### config.mk
export PLATFORM = sky130hd
export DESIGN_NAME = http_message_length_framer_top
export DESIGN_NICKNAME = d
export VERILOG_FILES = /design/src/hdl/hmlf_pkg.sv /design/src/hdl/hmlf_parse.sv /design/src/hdl/http_message_length_framer_top.sv
export SDC_FILE = /design/constraint.sdc
export NUM_CORES = 1
export LEC_CHECK = 0
export ABC_AREA = 1
export BUFFER_PORTS_ARGS = -buffer_cell sky130_fd_sc_hd__clkbuf_2
export CORE_AREA = 5 5 180 182
export CTS_BUF_LIST = sky130_fd_sc_hd__clkbuf_2
export CTS_CLUSTER_DIAMETER = 120
export DETAILED_ROUTE_END_ITERATION = 6
export DIE_AREA = 0 0 185 187
export HOLD_SLACK_MARGIN = 0.1
export PLACE_DENSITY = 0.78
export RECOVER_POWER = 50
export SETUP_SLACK_MARGIN = 0.02
export SYNTH_ARGS = -nofsm -noshare
export SYNTH_HDL_FRONTEND = slang
export SYNTH_SLANG_ARGS = --single-unit
### constraint.sdc
create_clock -name i_clk -period 7.6 [get_ports i_clk]
set_input_delay 1.52 -clock i_clk [delete_from_list [all_inputs] [get_ports i_clk]]
set_output_delay 1.52 -clock i_clk [all_outputs]
set_load 0.01 [all_outputs]
### src/hdl/hmlf_pkg.sv
// Shared types, constants and character helpers for the HTTP message length framer.
`default_nettype none

package hmlf_pkg;

    // Width of the internal byte counters and of the length value.
    localparam int COUNT_WIDTH = 32;
    // Width of the count fields on the result port.
    localparam int OUT_WIDTH   = 32;
    // Number of characters in the header key.
    localparam int KEY_LEN     = 15;
    localparam int KEY_POS_W   = $clog2(KEY_LEN + 1);

    typedef logic [COUNT_WIDTH-1:0] t_count;
    typedef logic [KEY_POS_W-1:0]   t_key_pos;

    localparam t_count COUNT_MAX = '1;

    localparam logic [7:0]  CHR_CR       = 8'h0D;
    localparam logic [7:0]  CHR_LF       = 8'h0A;
    localparam logic [7:0]  CHR_TAB      = 8'h09;
    localparam logic [7:0]  CHR_VT       = 8'h0B;
    localparam logic [7:0]  CHR_FF       = 8'h0C;
    localparam logic [7:0]  CHR_SPACE    = 8'h20;
    localparam logic [7:0]  CHR_ZERO     = 8'h30;
    localparam logic [7:0]  CHR_NINE     = 8'h39;
    localparam logic [7:0]  CHR_UPPER_A  = 8'h41;
    localparam logic [7:0]  CHR_UPPER_Z  = 8'h5A;
    localparam logic [7:0]  CASE_OFFSET  = 8'h20;
    // The three bytes that precede the final LF of a blank line.
    localparam logic [23:0] TAIL_PATTERN = 24'h0D0A0D;

    // Phase of the value parser after the key has matched.
    typedef enum logic [1:0] {
        PH_IDLE   = 2'd0,
        PH_SKIP   = 2'd1,
        PH_DIGITS = 2'd2
    } t_phase;

    // Header parsing state that the parser updates for each byte.
    typedef struct packed {
        logic     at_line_start;
        t_key_pos key_pos;
        t_phase   phase;
        t_count   length_value;
        logic     length_found;
    } t_parse_state;

    localparam t_parse_state PARSE_RESET = '{
        at_line_start: 1'b1,
        key_pos:       '0,
        phase:         PH_IDLE,
        length_value:  '0,
        length_found:  1'b0
    };

    // Lower-case key text, one character per position.
    function automatic logic [7:0] key_char(input logic [3:0] pos);
        logic [7:0] ch;
        case (pos)
            4'd0:    ch = "c";
            4'd1:    ch = "o";
            4'd2:    ch = "n";
            4'd3:    ch = "t";
            4'd4:    ch = "e";
            4'd5:    ch = "n";
            4'd6:    ch = "t";
            4'd7:    ch = "-";
            4'd8:    ch = "l";
            4'd9:    ch = "e";
            4'd10:   ch = "n";
            4'd11:   ch = "g";
            4'd12:   ch = "t";
            4'd13:   ch = "h";
            4'd14:   ch = ":";
            default: ch = 8'h00;
        endcase
        return ch;
    endfunction

    function automatic logic [7:0] to_lower(input logic [7:0] c);
        logic [7:0] r;
        r = (c >= CHR_UPPER_A && c <= CHR_UPPER_Z) ? c + CASE_OFFSET : c;
        return r;
    endfunction

    function automatic logic is_blank(input logic [7:0] c);
        logic r;
        r = (c == CHR_SPACE) || (c == CHR_TAB) || (c == CHR_VT) ||
            (c == CHR_FF) || (c == CHR_CR);
        return r;
    endfunction

    function automatic logic is_digit(input logic [7:0] c);
        logic r;
        r = (c >= CHR_ZERO) && (c <= CHR_NINE);
        return r;
    endfunction

    // Low bits of a count as carried on the result port.
    function automatic logic [OUT_WIDTH-1:0] out_bits(input t_count v);
        logic [63:0] ext;
        ext = 64'(v);
        return ext[OUT_WIDTH-1:0];
    endfunction

endpackage

`default_nettype wire

### src/hdl/hmlf_parse.sv
// Per-byte header parser: key match on each line and decimal value accumulation.
`default_nettype none

module hmlf_parse (
    input  wire logic [7:0]            i_byte,
    input  wire hmlf_pkg::t_parse_state i_state,
    output hmlf_pkg::t_parse_state      o_state,
    output logic                        o_overflow
);

    localparam int WIDE_W = hmlf_pkg::COUNT_WIDTH + 4;

    logic                         is_dig;
    logic                         is_nl;
    logic [WIDE_W-1:0]            wide_val;
    logic [WIDE_W-1:0]            digit_ext;
    logic                         add_ovf;
    hmlf_pkg::t_count             digit_val;
    hmlf_pkg::t_key_pos           pos;
    logic                         key_hit;
    logic                         key_done;
    logic                         take_digit;
    hmlf_pkg::t_phase             n_phase;

    assign is_dig = hmlf_pkg::is_digit(i_byte);
    assign is_nl  = (i_byte == hmlf_pkg::CHR_LF);

    // Next digit accumulation: value * 10 + d, with saturation on overflow.
    assign digit_ext = WIDE_W'(i_byte - hmlf_pkg::CHR_ZERO);
    assign wide_val  = (WIDE_W'(i_state.length_value) << 3) +
                       (WIDE_W'(i_state.length_value) << 1) + digit_ext;
    assign add_ovf   = (wide_val[WIDE_W-1:hmlf_pkg::COUNT_WIDTH] != '0);
    assign digit_val = add_ovf ? hmlf_pkg::COUNT_MAX
                               : wide_val[hmlf_pkg::COUNT_WIDTH-1:0];

    // Key comparison at the current line position.
    assign pos      = i_state.at_line_start ? '0 : i_state.key_pos;
    assign key_hit  = (i_state.at_line_start || pos != '0) &&
                      (pos < hmlf_pkg::t_key_pos'(hmlf_pkg::KEY_LEN)) &&
                      (hmlf_pkg::to_lower(i_byte) == hmlf_pkg::key_char(pos[3:0]));
    assign key_done = key_hit &&
                      (pos == hmlf_pkg::t_key_pos'(hmlf_pkg::KEY_LEN - 1));

    // Value phase next state.
    always_comb begin
        n_phase = i_state.phase;
        case (i_state.phase)
            hmlf_pkg::PH_SKIP: begin
                if (is_dig) begin
                    n_phase = hmlf_pkg::PH_DIGITS;
                end else if (!hmlf_pkg::is_blank(i_byte)) begin
                    n_phase = hmlf_pkg::PH_IDLE;
                end
            end
            hmlf_pkg::PH_DIGITS: begin
                if (!is_dig) begin
                    n_phase = hmlf_pkg::PH_IDLE;
                end
            end
            hmlf_pkg::PH_IDLE: begin
                if (!i_state.length_found && key_done) begin
                    n_phase = hmlf_pkg::PH_SKIP;
                end
            end
            default: n_phase = hmlf_pkg::PH_IDLE;
        endcase
    end

    assign take_digit = is_dig && ((i_state.phase == hmlf_pkg::PH_SKIP) ||
                                   (i_state.phase == hmlf_pkg::PH_DIGITS));

    // Datapath and key position updates.
    always_comb begin
        o_state               = i_state;
        o_state.phase         = n_phase;
        o_state.at_line_start = is_nl;
        o_overflow            = 1'b0;
        if (take_digit) begin
            o_state.length_value = digit_val;
            o_overflow           = add_ovf;
        end else if (i_state.phase == hmlf_pkg::PH_IDLE && !i_state.length_found) begin
            if (key_done) begin
                o_state.length_found = 1'b1;
                o_state.length_value = '0;
                o_state.key_pos      = '0;
            end else if (key_hit) begin
                o_state.key_pos = pos + 1'b1;
            end else begin
                o_state.key_pos = '0;
            end
        end
    end

endmodule

`default_nettype wire

### src/hdl/http_message_length_framer_top.sv
// Top level of the HTTP message length framer.
//
// Input channel: one message byte per transfer on i_data_byte, with
// i_start_of_buffer set on the first byte of a new message to clear all
// framing state before that byte is counted.
// Output channel: one result per input byte, giving header_found,
// message_complete, header_len, body_len and count_overflow for the
// message prefix received so far.
// Each input byte passes through the input register, and its result is
// loaded into the output register when the receiver does not stall.
// Throughput is one byte per cycle while the receiver does not stall;
// the per-byte state update is a single pass of compare logic and a
// constant multiply-add between the input register and the result register.
// Reset clears the state as for a fresh message and empties both stages.
// When the receiver stalls, the result register holds its value, the input
// register fills behind it and o_in_stall rises once both are occupied.
`default_nettype none

module http_message_length_framer_top (
    input  wire logic        i_clk,
    input  wire logic        i_rst_n,
    input  wire logic        i_in_valid,
    output logic             o_in_stall,
    input  wire logic [7:0]  i_data_byte,
    input  wire logic        i_start_of_buffer,
    output logic             o_out_valid,
    input  wire logic        i_out_stall,
    output logic             o_header_found,
    output logic             o_message_complete,
    output logic [31:0]      o_header_len,
    output logic [31:0]      o_body_len,
    output logic             o_count_overflow
);

    // Input stage.
    logic       r_in_valid;
    logic [7:0] r_in_byte;
    logic       r_in_start;

    // Framing state.
    hmlf_pkg::t_count       r_byte_count;
    logic [23:0]            r_recent;
    hmlf_pkg::t_parse_state r_parse;
    logic                   r_header_done;
    hmlf_pkg::t_count       r_header_length;
    logic                   r_overflow;

    hmlf_pkg::t_count       n_byte_count;
    logic [23:0]            n_recent;
    hmlf_pkg::t_parse_state n_parse;
    logic                   n_header_done;
    hmlf_pkg::t_count       n_header_length;
    logic                   n_overflow;
    logic                   n_complete;

    // Current state, with a start flag treated as a fresh message.
    hmlf_pkg::t_count       cur_byte_count;
    logic [23:0]            cur_recent;
    hmlf_pkg::t_parse_state cur_parse;
    logic                   cur_header_done;
    hmlf_pkg::t_count       cur_header_length;
    logic                   cur_overflow;

    hmlf_pkg::t_parse_state parse_next;
    logic                   parse_ovf;
    hmlf_pkg::t_count       body_seen;

    logic out_ready;
    logic stage_move;

    assign out_ready  = !o_out_valid || !i_out_stall;
    assign stage_move = r_in_valid && out_ready;
    assign o_in_stall = r_in_valid && !out_ready;

    // Input register transfer.
    always_ff @(posedge i_clk) begin
        if (!i_rst_n) begin
            r_in_valid <= 1'b0;
        end else if (!o_in_stall) begin
            r_in_valid <= i_in_valid;
        end
        if (!o_in_stall && i_in_valid) begin
            r_in_byte  <= i_data_byte;
            r_in_start <= i_start_of_buffer;
        end
    end

    always_comb begin
        cur_byte_count    = r_in_start ? '0 : r_byte_count;
        cur_recent        = r_in_start ? '0 : r_recent;
        cur_parse         = r_in_start ? hmlf_pkg::PARSE_RESET : r_parse;
        cur_header_done   = r_in_start ? 1'b0 : r_header_done;
        cur_header_length = r_in_start ? '0 : r_header_length;
        cur_overflow      = r_in_start ? 1'b0 : r_overflow;
    end

    hmlf_parse u_parse (
        .i_byte     (r_in_byte),
        .i_state    (cur_parse),
        .o_state    (parse_next),
        .o_overflow (parse_ovf)
    );

    // Next framing state for the byte in the input register.
    always_comb begin
        n_overflow      = cur_overflow;
        n_parse         = cur_parse;
        n_header_done   = cur_header_done;
        n_header_length = cur_header_length;
        if (cur_byte_count == hmlf_pkg::COUNT_MAX) begin
            n_byte_count = cur_byte_count;
            n_overflow   = 1'b1;
        end else begin
            n_byte_count = cur_byte_count + 1'b1;
        end
        if (!cur_header_done) begin
            n_parse    = parse_next;
            n_overflow = n_overflow | parse_ovf;
            if (r_in_byte == hmlf_pkg::CHR_LF && cur_recent == hmlf_pkg::TAIL_PATTERN) begin
                n_header_done   = 1'b1;
                n_header_length = n_byte_count;
                n_parse.phase   = hmlf_pkg::PH_IDLE;
            end
        end
        n_recent = {cur_recent[15:0], r_in_byte};
    end

    assign body_seen  = n_byte_count - n_header_length;
    assign n_complete = n_header_done && (n_byte_count >= n_header_length) &&
                        (body_seen >= n_parse.length_value);

    // State registers advance as each byte moves to the result register.
    always_ff @(posedge i_clk) begin
        if (!i_rst_n) begin
            r_byte_count    <= '0;
            r_recent        <= '0;
            r_parse         <= hmlf_pkg::PARSE_RESET;
            r_header_done   <= 1'b0;
            r_header_length <= '0;
            r_overflow      <= 1'b0;
        end else if (stage_move) begin
            r_byte_count    <= n_byte_count;
            r_recent        <= n_recent;
            r_parse         <= n_parse;
            r_header_done   <= n_header_done;
            r_header_length <= n_header_length;
            r_overflow      <= n_overflow;
        end
    end

    // Result register transfer.
    always_ff @(posedge i_clk) begin
        if (!i_rst_n) begin
            o_out_valid <= 1'b0;
        end else if (out_ready) begin
            o_out_valid <= r_in_valid;
        end
        if (stage_move) begin
            o_header_found     <= n_header_done;
            o_message_complete <= n_complete;
            o_header_len       <= n_header_done ? hmlf_pkg::out_bits(n_header_length) : '0;
            o_body_len         <= n_header_done ? hmlf_pkg::out_bits(n_parse.length_value)
                                                : '0;
            o_count_overflow   <= n_overflow;
        end
    end

endmodule

`default_nettype wire

==> summary.txt <==
Setup path
  • Critical Path Source Type: register
  • CP delay by family, top: simple AND/OR/NAND/NOR gates
  • R2R Path End: o_message_complete$_DFFE_PP_
  • Critical Path Max Stage Delay: 0.55 ns
  • WP depth: 34
  • R2R depth: 34
  • FF-to-FF setup slack: 0.92 ns
  • Data required, critical path: 8.37 ns
  • Worst setup endpoint: o_message_complete$_DFFE_PP_
  • CP Capture Type: register
  • Worst path most repeated cell: nand2_1
  • Worst R2R Start: r_in_start$_DFFE_PP_
  • Slowest CP cell: inv_2
  • Setup CP Type: register to register
  • CP Launch Point: r_in_start$_DFFE_PP_
  • CP Max Fanout: 58
  • Worst endpoint data arrival time: 7.45 ns
  • WP buf/inv: 5

Clock tree
  • Cts hold-fix bufs: 0
  • Root buf cell: clkbuf_2
  • Setup Fix Bufs, Post-CTS: 0
  • Skew-Pair Late Insertion Delay: 0.92 ns
  • TritonCTS clock tree: built
  • Clock Pin Slew Worst Setup and Hold Paths: 0.13 ns
  • Sink Count: 208
  • H-tree levels: 2
  • Gates resized, CTS repair: 0
  • Clock Path Buffers: 3
  • Clock buffer count from CTS: 55

Power and ir drop
  • LEAKAGE: 0.008196 uW
  • Pwr dens: 171.9 nW/um^2
  • Power Total: 3052 uW
  • Peak supply drop: 178.3 uV

Drt
  • Via count: 16090
  • WL/cell: 17.02 um
  • DR DRC count: 0
  • 1st-iter DRT viols: 1478
  • Final ANT Viol Nets: 0
  • Drt total wl: 48.72 mm
  • Vias/cell: 5.620
  • Router iterations before antenna repair: 7

Synth
  • Synth cell types: 56
  • Syn Nets: 2516
  • Flops & latches, synth: 208
  • Mapped Area: 16640 um^2
  • Syn Inst Count: 2354
  • Number of synthesized flops with an enable pin: 76
  • Leading cell type by number of instances after synthesis: nand2_1
  • Area share of the largest cell type after synthesis: 15.88%
  • Post-Synthesis Mean Instance Area: 7.067 um^2
  • Synth warnings: 0
  • Sequential area share after synthesis: 29.60%
  • Fraction of registers with async set/reset: 0%
  • Synth top cells by count: 418 x nand2_1, 341 x inv_1, 295 x nor2_1
  • Area contributors post-synth: dfxtp_1 16%, edfxtp_1 14%, nand2_1 9.4%
  • Area leader, netlist: dfxtp_1
  • Top FF cell, synth: dfxtp_1

STA
  • Worst rel slew slack: -191.2%
  • Setup_tns: 0 ns
  • Crit share post-route: 87.91%
  • Tmin final: 6.681 ns
  • Hold Fails Final Rpt: 0
  • Worst slew pin tran: 4.368 ns
  • Final setup fails: 0
  • Unrepaired setup endpoints after global routing: no
  • Worst Skew: 0.08571 ns
  • Max Slew Vio Count: 319
  • Achievable frequency: 0.1497 GHz

Flow run
  • Max_cap viols: 3

Global routing
  • GRT Util Overall: 27.33%
  • Largest net degree at the start of global routing: 206
  • Total congestion overflow: 0
  • Vias in the first global route: 15240
  • Initial antenna violation count: 1
  • First-pass GRT wire length: 77.98 mm

Floorplan
  • # rows: 64
  • Chip width: 185 um
  • Area of the core: 30430 um^2
  • # IOs: 82
  • Die Area: 34600 um^2
  • Die H: 187 um
  • Initial Utilization: 54.67%

Outcome
  • Status: complete, but fails checks
  • Violated checks: max-capacitance violations, max-slew violations

Placement
  • Routability cong.: 0.9742
  • Final HPWL DP: 36.26 mm
  • Buffers on Ports: 81

Cells and area
  • Layout Nets: 2583
  • Area grow syn2layout: 6.731%
  • Share of post-route cells with drive strength above 1: 7.948%

Min path
  • Worst min-delay path category: register to register
[worst min-delay path: cells and delay by family (launching register included)]
family          cells  cell delay [ns]
simple gates        1             0.06
compound gates      1             0.05
flops               1             0.32
[layout by cell type (no fill, tap or decap), types with 7 or more instances in the layout]
master    Yosys  routed
a211oi_1     10      10
clkbuf_1     47      53
nor4_1        8       8
o21ai_0     111     111
nand3_2      18      18
clkinv_2      0       7
buf_4         4      12
nand3b_1     10      10
inv_1       341     339
nand3_1     180     180
clkbuf_2      0     104
and2_1       25      25
nor2_1      295     293
o21bai_1      8       8
a22oi_1      12      12
o21ai_1       9       9
dfxtp_1     132     132
nor2_2        8       9
inv_2         6       8
fa_1         32      32
a21oi_1     208     208
xnor2_1      33      33
edfxtp_1     76      76
xor2_1       46      46
o211ai_1     33      33
nand4_1      32      32
ha_1        117     117
nor3_1       31      31
nand2_1     418     418
clkinv_1      1      20
[cell type report]
cell class / instances / area, um^2
Clock inverter: 30 / 226.5
Antenna cell: 1 / 2.502
Timing Repair Buffer: 98 / 469.2
Clock buffer: 72 / 360.3
Tap cell: 396 / 495.5
Fill cell: 2947 / 12670
Sequential cell: 208 / 4925
Inverter: 349 / 1315
Multi-Input combinational cell: 1709 / 9962
[sequential cells by signal, indices dropped and copies added (netlist names)]
signal	count
r_byte_count	32
r_header_length	32
o_out_valid	1
r_overflow	1
r_in_start	1
r_header_done	1
o_header_len	32
o_header_found	1
r_in_byte	8
o_message_complete	1
r_in_valid	1
r_recent	24
r_parse	40
o_count_overflow	1
o_body_len	32
[stage by stage]
stage / worst slack, ns / hold WS, ns / util, % / area, um^2 / instances
floorplan: 0.5450 / 0.4300 / - / 16640 / 2354
global placement: 1.277 / 0.4506 / 56.73 / 17260 / 2760
detailed placement: 1.032 / 0.4593 / 56.73 / 17260 / 2760
CTS: 0.9989 / 0.4575 / 58.66 / 17850 / 2862
global route: 0.1812 / 0.4985 / 58.35 / 17760 / 2863
finish: 0.9186 / 0.4742 / 58.35 / 17760 / 2863
[layer usage]
layer  GRT usage, %  wire [um]
met1          38.39      22020
met2          43.82      22210
met3          3.715       3172
met4          8.413       1319
met5              0          0
[power by group]
group	leakage [uW]	switching, uW	internal (uW)
sequential	0.00181	35.6	1220
clock	0.000413	516	402
combinational	0.00598	558	322
total	0.00820	1110	1940
[worst min path at each step]
| stage | startpoint | endpoint | slack, ns | cells after the start |
|---|---|---|---|---|
| floorplan | r_recent[22]$_SDFFE_PN0P_ | r_recent[22]$_SDFFE_PN0P_ | 0.43 | 2 |
| global placement | r_recent[19]$_SDFFE_PN0P_ | r_recent[19]$_SDFFE_PN0P_ | 0.45 | 2 |
| detailed placement | r_recent[18]$_SDFFE_PN0P_ | r_recent[18]$_SDFFE_PN0P_ | 0.46 | 2 |
| CTS | r_recent[9]$_SDFFE_PN0P_ | r_recent[17]$_SDFFE_PN0P_ | 0.46 | 2 |
| global route | r_recent[20]$_SDFFE_PN0P_ | r_recent[20]$_SDFFE_PN0P_ | 0.50 | 2 |
| finish | r_recent[18]$_SDFFE_PN0P_ | r_recent[18]$_SDFFE_PN0P_ | 0.47 | 2 |
[logic make-up (layout without fill, tap and decap cells)]
| logic type | Yosys count | after routing | share of synthesized area, % |
|---|---|---|---|
| simple gates | 1043 | 1043 | 27.72 |
| buf+inv | 437 | 549 | 10.57 |
| compound gates | 435 | 435 | 15.00 |
| flops | 208 | 208 | 29.60 |
| fa+ha+maj | 149 | 149 | 12.65 |
| xor+xnor | 82 | 82 | 4.453 |
| other cells | 0 | 1 | 0 |
Power figures use the tool's default switching activity.
